**config.mk**
```make
export PLATFORM = sky130hd
export DESIGN_NAME = uid_key_table
export DESIGN_NICKNAME = d
export VERILOG_FILES = /design/src/design/ukt_pkg.sv /design/src/design/uid_key_table.sv /design/src/design/ukt_cell.sv
export SDC_FILE = /design/constraint.sdc
export NUM_CORES = 2
export LEC_CHECK = 0
export BUFFER_PORTS_ARGS = -buffer_cell sky130_fd_sc_hd__buf_2
export CAP_MARGIN = 30
export CORE_ASPECT_RATIO = 1.75
export CORE_MARGIN = 2
export CORE_UTILIZATION = 45
export CTS_CLUSTER_SIZE = 10
export DETAILED_ROUTE_END_ITERATION = 8
export PLACE_DENSITY = 0.63
export SLEW_MARGIN = 20
export SYNTH_ARGS = -nofsm -noshare
export SYNTH_HDL_FRONTEND = slang
export SYNTH_SLANG_ARGS = --single-unit
```
**constraint.sdc**
```tcl
create_clock -name clk -period 4.55 [get_ports clk]
set_input_delay 0.6825 -clock clk [delete_from_list [all_inputs] [get_ports clk]]
set_output_delay 0.6825 -clock clk [all_outputs]
set_load 0.1 [all_outputs]
```
**src/design/ukt_pkg.sv**
```systemverilog
package ukt_pkg;

    localparam int TABLE_SLOTS = 16;
    localparam int SLOT_BYTES  = 8;

    localparam int MAX_ID_LEN = SLOT_BYTES - 1;
    localparam int ID_W       = 8 * MAX_ID_LEN;
    localparam int LEN_W      = $clog2(SLOT_BYTES);
    localparam int SLOT_W     = (TABLE_SLOTS > 1) ? $clog2(TABLE_SLOTS) : 1;

    localparam int KIND_W   = 2;
    localparam int CARD_W   = 56;
    localparam int IDLEN_W  = 8;
    localparam int STATUS_W = 3;
    localparam int SLOTOUT_W = 4;

    localparam logic [KIND_W-1:0] KIND_ADD    = 2'd0;
    localparam logic [KIND_W-1:0] KIND_DELETE = 2'd1;
    localparam logic [KIND_W-1:0] KIND_LOOKUP = 2'd2;
    localparam logic [KIND_W-1:0] KIND_CLEAR  = 2'd3;

    localparam logic [STATUS_W-1:0] ST_OK        = 3'd0;
    localparam logic [STATUS_W-1:0] ST_TOO_LONG  = 3'd1;
    localparam logic [STATUS_W-1:0] ST_DUPLICATE = 3'd2;
    localparam logic [STATUS_W-1:0] ST_FULL      = 3'd3;
    localparam logic [STATUS_W-1:0] ST_NOT_FOUND = 3'd4;

    // request held for the whole scan
    typedef struct packed {
        logic [KIND_W-1:0] kind;
        logic [ID_W-1:0]   id;
        logic [LEN_W-1:0]  len;
        logic              len_ok;
    } ukt_req_t;

    // scan token handed from cell to cell
    typedef struct packed {
        logic              active;
        logic              match_found;
        logic [SLOT_W-1:0] match_idx;
        logic              free_found;
        logic [SLOT_W-1:0] free_idx;
    } ukt_tok_t;

    // write-back broadcast at the end of the scan
    typedef struct packed {
        logic              fill;
        logic              free;
        logic              clear_all;
        logic [SLOT_W-1:0] target;
        logic [ID_W-1:0]   id;
        logic [LEN_W-1:0]  len;
    } ukt_wr_t;

endpackage

```
**src/design/uid_key_table.sv**
```systemverilog
// uid_key_table: table of card identifiers, one slot per cell of a chain
//
// input: a transaction is taken when start is high and busy is low; kind
// selects add, delete, lookup or clear, card_id holds the identifier bytes
// (byte 0 lowest) and id_length the byte count
// output: done is high for one cycle with status, hit and slot valid; the
// receiver cannot stall, so the result must be taken in that cycle
// latency: a scan token walks the chain one slot per cycle, then the table
// is written back and the result registered: done rises TABLE_SLOTS + 1
// cycles after accept (17 cycles with 16 slots)
// throughput: one transaction per TABLE_SLOTS + 2 cycles; busy stays high
// from accept until done is raised, set by the length of the cell chain
// add fills the lowest free slot, delete and lookup report the lowest
// matching slot, clear frees every slot
// reset: all slots free, no transaction in flight, done low
module uid_key_table (
    input  logic                            clk,
    input  logic                            rst_n,
    input  logic                            start,
    output logic                            busy,
    input  logic [ukt_pkg::KIND_W-1:0]      kind,
    input  logic [ukt_pkg::CARD_W-1:0]      card_id,
    input  logic [ukt_pkg::IDLEN_W-1:0]     id_length,
    output logic                            done,
    output logic [ukt_pkg::STATUS_W-1:0]    status,
    output logic                            hit,
    output logic [ukt_pkg::SLOTOUT_W-1:0]   slot
);
    import ukt_pkg::*;

    logic                 busy_reg;
    logic                 inj_reg;
    logic                 done_reg;
    logic [STATUS_W-1:0]  status_reg;
    logic [STATUS_W-1:0]  status_next;
    logic                 hit_reg;
    logic                 hit_next;
    logic [SLOTOUT_W-1:0] slot_reg;
    logic [SLOTOUT_W-1:0] slot_next;
    ukt_req_t             req_reg;
    ukt_req_t             req_next;
    ukt_wr_t              wr;
    ukt_tok_t             tok_chain [TABLE_SLOTS+1];
    ukt_tok_t             fin;
    logic [TABLE_SLOTS:0] act_vec;
    logic                 accept;

    assign accept = start && !busy_reg;

    // masked request
    always_comb
    begin
        req_next.kind   = kind;
        req_next.len    = id_length[LEN_W-1:0];
        req_next.len_ok = (id_length <= IDLEN_W'(MAX_ID_LEN));
        for (int b = 0; b < MAX_ID_LEN; b++)
        begin
            req_next.id[8*b +: 8] = (id_length > IDLEN_W'(b)) ? card_id[8*b +: 8] : 8'd0;
        end
    end

    always_comb
    begin
        tok_chain[0]        = '0;
        tok_chain[0].active = inj_reg;
    end

    genvar g;
    generate
        for (g = 0; g < TABLE_SLOTS; g++)
        begin : g_cell
            ukt_cell u_cell (
                .clk      (clk),
                .rst_n    (rst_n),
                .cell_idx (SLOT_W'(g)),
                .req      (req_reg),
                .wr       (wr),
                .tok_in   (tok_chain[g]),
                .tok_out  (tok_chain[g+1])
            );
        end
    endgenerate

    always_comb
    begin
        for (int i = 0; i <= TABLE_SLOTS; i++)
        begin
            act_vec[i] = tok_chain[i].active;
        end
    end

    assign fin = tok_chain[TABLE_SLOTS];

    // decision and write-back at end of scan
    always_comb
    begin
        wr.fill      = 1'b0;
        wr.free      = 1'b0;
        wr.clear_all = 1'b0;
        wr.target    = fin.match_idx;
        wr.id        = req_reg.id;
        wr.len       = req_reg.len;
        status_next  = ST_OK;
        hit_next     = 1'b0;
        slot_next    = '0;
        unique case (req_reg.kind)
            KIND_ADD:
            begin
                priority if (!req_reg.len_ok)
                begin
                    status_next = ST_TOO_LONG;
                end
                else if (fin.match_found)
                begin
                    status_next = ST_DUPLICATE;
                end
                else if (!fin.free_found)
                begin
                    status_next = ST_FULL;
                end
                else
                begin
                    wr.fill   = fin.active;
                    wr.target = fin.free_idx;
                    slot_next = SLOTOUT_W'(fin.free_idx);
                end
            end
            KIND_DELETE, KIND_LOOKUP:
            begin
                if (fin.match_found)
                begin
                    hit_next  = 1'b1;
                    slot_next = SLOTOUT_W'(fin.match_idx);
                    wr.free   = fin.active && (req_reg.kind == KIND_DELETE);
                end
                else
                begin
                    status_next = ST_NOT_FOUND;
                end
            end
            KIND_CLEAR:
            begin
                wr.clear_all = fin.active;
            end
            default:
            begin
                status_next = ST_OK;
            end
        endcase
    end

    always_ff @(posedge clk or negedge rst_n)
    begin
        if (!rst_n)
        begin
            busy_reg <= 1'b0;
            inj_reg  <= 1'b0;
            done_reg <= 1'b0;
        end
        else
        begin
            inj_reg  <= accept;
            done_reg <= fin.active;
            if (accept)
            begin
                busy_reg <= 1'b1;
            end
            else if (fin.active)
            begin
                busy_reg <= 1'b0;
            end
        end
    end

    always_ff @(posedge clk)
    begin
        if (accept)
        begin
            req_reg <= req_next;
        end
        if (fin.active)
        begin
            status_reg <= status_next;
            hit_reg    <= hit_next;
            slot_reg   <= slot_next;
        end
    end

    assign busy   = busy_reg;
    assign done   = done_reg;
    assign status = status_reg;
    assign hit    = hit_reg;
    assign slot   = slot_reg;

    a_one_token: assert property (@(posedge clk) disable iff (!rst_n)
        $onehot0(act_vec))
        else $error("more than one scan token in the chain");

    a_accept_busy: assert property (@(posedge clk) disable iff (!rst_n)
        accept |=> busy_reg)
        else $error("busy not raised after accept");

    a_done_idle: assert property (@(posedge clk) disable iff (!rst_n)
        done_reg |-> !busy_reg)
        else $error("result shown while still busy");

    a_done_after_busy: assert property (@(posedge clk) disable iff (!rst_n)
        done_reg |-> $past(busy_reg))
        else $error("result without a transaction");

    a_hit_ok: assert property (@(posedge clk) disable iff (!rst_n)
        (done_reg && hit_reg) |-> (status_reg == ST_OK))
        else $error("hit with failing status");

endmodule

```
**src/design/ukt_cell.sv**
```systemverilog
module ukt_cell (
    input  logic                     clk,
    input  logic                     rst_n,
    input  logic [ukt_pkg::SLOT_W-1:0] cell_idx,
    input  ukt_pkg::ukt_req_t        req,
    input  ukt_pkg::ukt_wr_t         wr,
    input  ukt_pkg::ukt_tok_t        tok_in,
    output ukt_pkg::ukt_tok_t        tok_out
);
    import ukt_pkg::*;

    logic             valid_reg;
    logic [ID_W-1:0]  id_reg;
    logic [LEN_W-1:0] len_reg;
    logic             hit_here;
    logic             target_here;
    ukt_tok_t         tok_reg;
    ukt_tok_t         tok_next;

    assign hit_here = valid_reg && req.len_ok && (len_reg == req.len) && (id_reg == req.id);
    assign target_here = (wr.target == cell_idx);

    always_comb
    begin
        tok_next = tok_in;
        if (tok_in.active && !tok_in.match_found && hit_here)
        begin
            tok_next.match_found = 1'b1;
            tok_next.match_idx   = cell_idx;
        end
        if (tok_in.active && !tok_in.free_found && !valid_reg)
        begin
            tok_next.free_found = 1'b1;
            tok_next.free_idx   = cell_idx;
        end
    end

    always_ff @(posedge clk or negedge rst_n)
    begin
        if (!rst_n)
        begin
            tok_reg   <= '0;
            valid_reg <= 1'b0;
        end
        else
        begin
            tok_reg <= tok_next;
            priority if (wr.clear_all)
            begin
                valid_reg <= 1'b0;
            end
            else if (wr.fill && target_here)
            begin
                valid_reg <= 1'b1;
            end
            else if (wr.free && target_here)
            begin
                valid_reg <= 1'b0;
            end
            else
            begin
                valid_reg <= valid_reg;
            end
        end
    end

    always_ff @(posedge clk)
    begin
        if (wr.fill && target_here)
        begin
            id_reg  <= wr.id;
            len_reg <= wr.len;
        end
    end

    assign tok_out = tok_reg;

endmodule
```
==> flow_metrics.env <==
export IMPL_die_y_um=435
export IMPL_synth_largest_area_cell="edfxtp_1"
export IMPL_row_count=158
export IMPL_grt_pass1_wl_mm=194
export IMPL_grt_max_degree=99
export IMPL_crit_type="reg2reg"
export IMPL_cp_arrival_ns=3.87
export IMPL_crit_fanout=25
export IMPL_yosysSeqAreaShare_pct=72.3
export IMPL_nets=3320
export IMPL_p_total_uw=26600
export IMPL_detail_route_antenna_nets=0
export IMPL_p_leak_uw=0.0184
export IMPL_setup_violations=0
export IMPL_die_width_um=250
export IMPL_clockRootBuffer="clkbuf_16"
export IMPL_synth_seq_cells=1179
export IMPL_min_from="kind[0]"
export IMPL_fin_crit_sh_pct=76.0
export IMPL_cts_buffer_depth=3
export IMPL_cts_tree="done"
export IMPL_coreArea_um2=106000
export IMPL_synth_top_family_by_area="XOR/XNOR gates"
export IMPL_synth_cell_types=46
export IMPL_antenna_found_initial=7
export IMPL_syn_inst=2940
export IMPL_grt_overflow_total=0
export IMPL_clock_skew_ns=0.0275
export IMPL_synth_ff_type="edfxtp_1"
export IMPL_synth_cell_area_um2=47800
export IMPL_grt_usage_pct=25.2
export IMPL_critPathLaunch="req_reg[60]"
export IMPL_r2r_start="req_reg[60]"
export IMPL_clock_sinks=1179
export IMPL_largest_register_ff_count=896
export IMPL_drc_errors=0
export IMPL_drv_slew=0
export IMPL_worst_ep_required_time_ns=4.96
export IMPL_place_congestion=0.868
export IMPL_syn_nets=3013
export IMPL_postCtsSetupRepairBufs=0
export IMPL_worstSkewPairLatency_ns=0.75
export IMPL_die_area_um2=109000
export IMPL_io_buffers=78
export IMPL_hpwl_mm=90.8
export IMPL_cp_end_kind="register"
export IMPL_power_density_nw_per_um2=483
export IMPL_irDropWorstVdd_v=0.000371
export IMPL_finalSetupTns_ns=0
export IMPL_max_slew_margin_pct=29.8
export IMPL_htreeDepth=4
export IMPL_synth_compound_area_share_pct=0.709
export IMPL_worst_pin_slew_ns=1.05
export IMPL_drt_pre_antenna_iters=5
export IMPL_synth_edf_count=1014
export IMPL_hp_class="in2reg"
export IMPL_start_util_pct=45.2
export IMPL_synth_area_per_cell_um2=16.3
export IMPL_status="complete, no violations"
export IMPL_fin_crit_ns=3.46
export IMPL_finalHoldViolations=0
export IMPL_yosys_area_share_adder_pct=0.105
export IMPL_dr_total_vias=26167
export IMPL_layout_drive_gt1_share_pct=15.4
export IMPL_yosysTopAreaCellShare_pct=63.6
export IMPL_synthMuxAreaShare_pct=0
export IMPL_cts_made_buffers=136
export IMPL_yosys_area_share_simple_pct=7.89
export IMPL_grt_pass1_vias=26682
export IMPL_async_flop_share_pct=14.0
export IMPL_syn2layout_area_growth_pct=15.2
export IMPL_yosysWarnings=0
export IMPL_cts_resized=0
export IMPL_n_antenna_cell=0
export IMPL_rsz0062_at_grt="no"
export IMPL_maxCapViolCount=0
export IMPL_synth_area_leaders="edfxtp_1, xnor2_1, dfrtp_1, xor2_1, nand4_1"
export IMPL_synth_xor_area_share_pct=17.3
export IMPL_clkTransAtPathRegs_ns=0.06
export IMPL_boundaryPins=79
export IMPL_drt_iter0_drc=2603
export IMPL_fillers=8432
export IMPL_routed_wl_mm=137
export IMPL_critPathLaunchType="register"
export IMPL_wl_per_cell_um=29.3
export IMPL_timing_fmax_mhz=289
export IMPL_vias_per_cell=5.60
-- power breakdown --
group / switching [uW] / leakage, uW / internal [uW] / total (uW)
sequential: 549 / 0.0113 / 12500 / 13000
clock: 4150 / 0.00184 / 5620 / 9780
combinational: 2400 / 0.00522 / 1400 / 3800
total: 7100 / 0.0184 / 19500 / 26600
-- placed cells by master, fill, tap and decap left out, types with 77 or more instances in the layout --
cell,synthesis,routed
edfxtp_1,1014,1014
xnor2_1,758,758
nand4_1,212,212
xor2_1,186,186
buf_4,18,180
dfrtp_1,165,165
clkbuf_16,0,139
nor4_1,91,91
nand2b_1,81,81
buf_2,94,77
-- critical path, stage by stage, from the launching register on --
cell and delay (ns):
edfxtp_1 0.44, inv_1 0.10, ha_1 0.20, nand4b_1 0.12, buf_4 0.19, o31ai_1 0.75, nand2_1 0.40, inv_2 0.49
buf_4 0.41
-- final cells by class --
| type | instances | area [um2] | share of cell area, % |
|---|---|---|---|
| multi-input cells | 1609 | 12400 | 22.6 |
| inverters | 26 | 97.6 | 0.177 |
| well taps | 1360 | 1700 | 3.09 |
| repair buffers | 295 | 2480 | 4.50 |
| clock inverters | 13 | 140 | 0.254 |
| flip-flops and latches | 1179 | 34600 | 62.7 |
| clock buffers | 188 | 3670 | 6.66 |
-- stage by stage --
| stage | setup slack (ns) | area (um2) | std cells | utilization [%] | hold WS [ns] |
|---|---|---|---|---|---|
| floorplan | 0.362 | 47800 | 2940 | - | 0.367 |
| global route | 0.976 | 55100 | 4670 | 52.1 | 0.0927 |
| detailed placement | 1.15 | 51300 | 4467 | 48.5 | 0.382 |
| CTS | 1.11 | 55100 | 4668 | 52.1 | 0.0480 |
| global placement | 1.20 | 51200 | 4463 | 48.4 | 0.382 |
| finish | 1.09 | 55100 | 4670 | 52.1 | 0.128 |
-- synthesized netlist by cell type (all sizes together), types with 2 or more instances --
cell       n
o31a       2
and3       3
nor2b     65
nand2b    81
ha         4
and2      29
and4b     12
nor3b      4
nand2     17
o21ai     22
inv       26
a21oi     19
and4       3
a22oi      4
buf      123
a31oi      4
clkbuf     3
or2       31
o31ai      2
and4bb     2
dfrtp    165
xor2     186
nand4    212
xnor2    758
nand3      5
edfxtp  1014
nor4      91
nand4b     4
nor2      26
nor3      16
-- logic make-up after synthesis --
| kind of cell | count (synthesis) |
|---|---|
| and+or+nand+nor | 605 |
| DFF | 1179 |
| adders and majority gates | 4 |
| buffers and inverters | 152 |
| xor gates and xnor gates | 944 |
| AOI/OAI and AO/OA | 56 |
-- final timing paths --
kind,end,slack (ns),cells after the start
min reg2reg,g_cell[7].u_cell.tok_out[10],0.39,0
min in group asynchronous,g_cell[13].u_cell.tok_out[2],0.38,2
max reg2reg,g_cell[12].u_cell.id_reg[27],1.09,8
max in group asynchronous,g_cell[9].u_cell.tok_out[1],2.97,4
max,g_cell[12].u_cell.id_reg[27],1.09,8
min,req_reg[60],0.13,1
-- what timing repair did --
item | 4_1_cts | 5_1_grt
endpoints found under the setup margin | 0 | 0
hold buffers | 0 | 1
hold endpoints to repair | 0 | 20
-- per-layer routing --
metal,track usage (%),wire length [um],vias to the layer above,part of all wire (%)
met3,3.90,8530,284,6.2
met5,0,0,-,0
met2,43.8,69500,1123,51
met1,30.8,51500,13588,38
li1,-,-,11172,-
met4,12.1,7200,0,5.3
(Power assumes the default switching activity.)
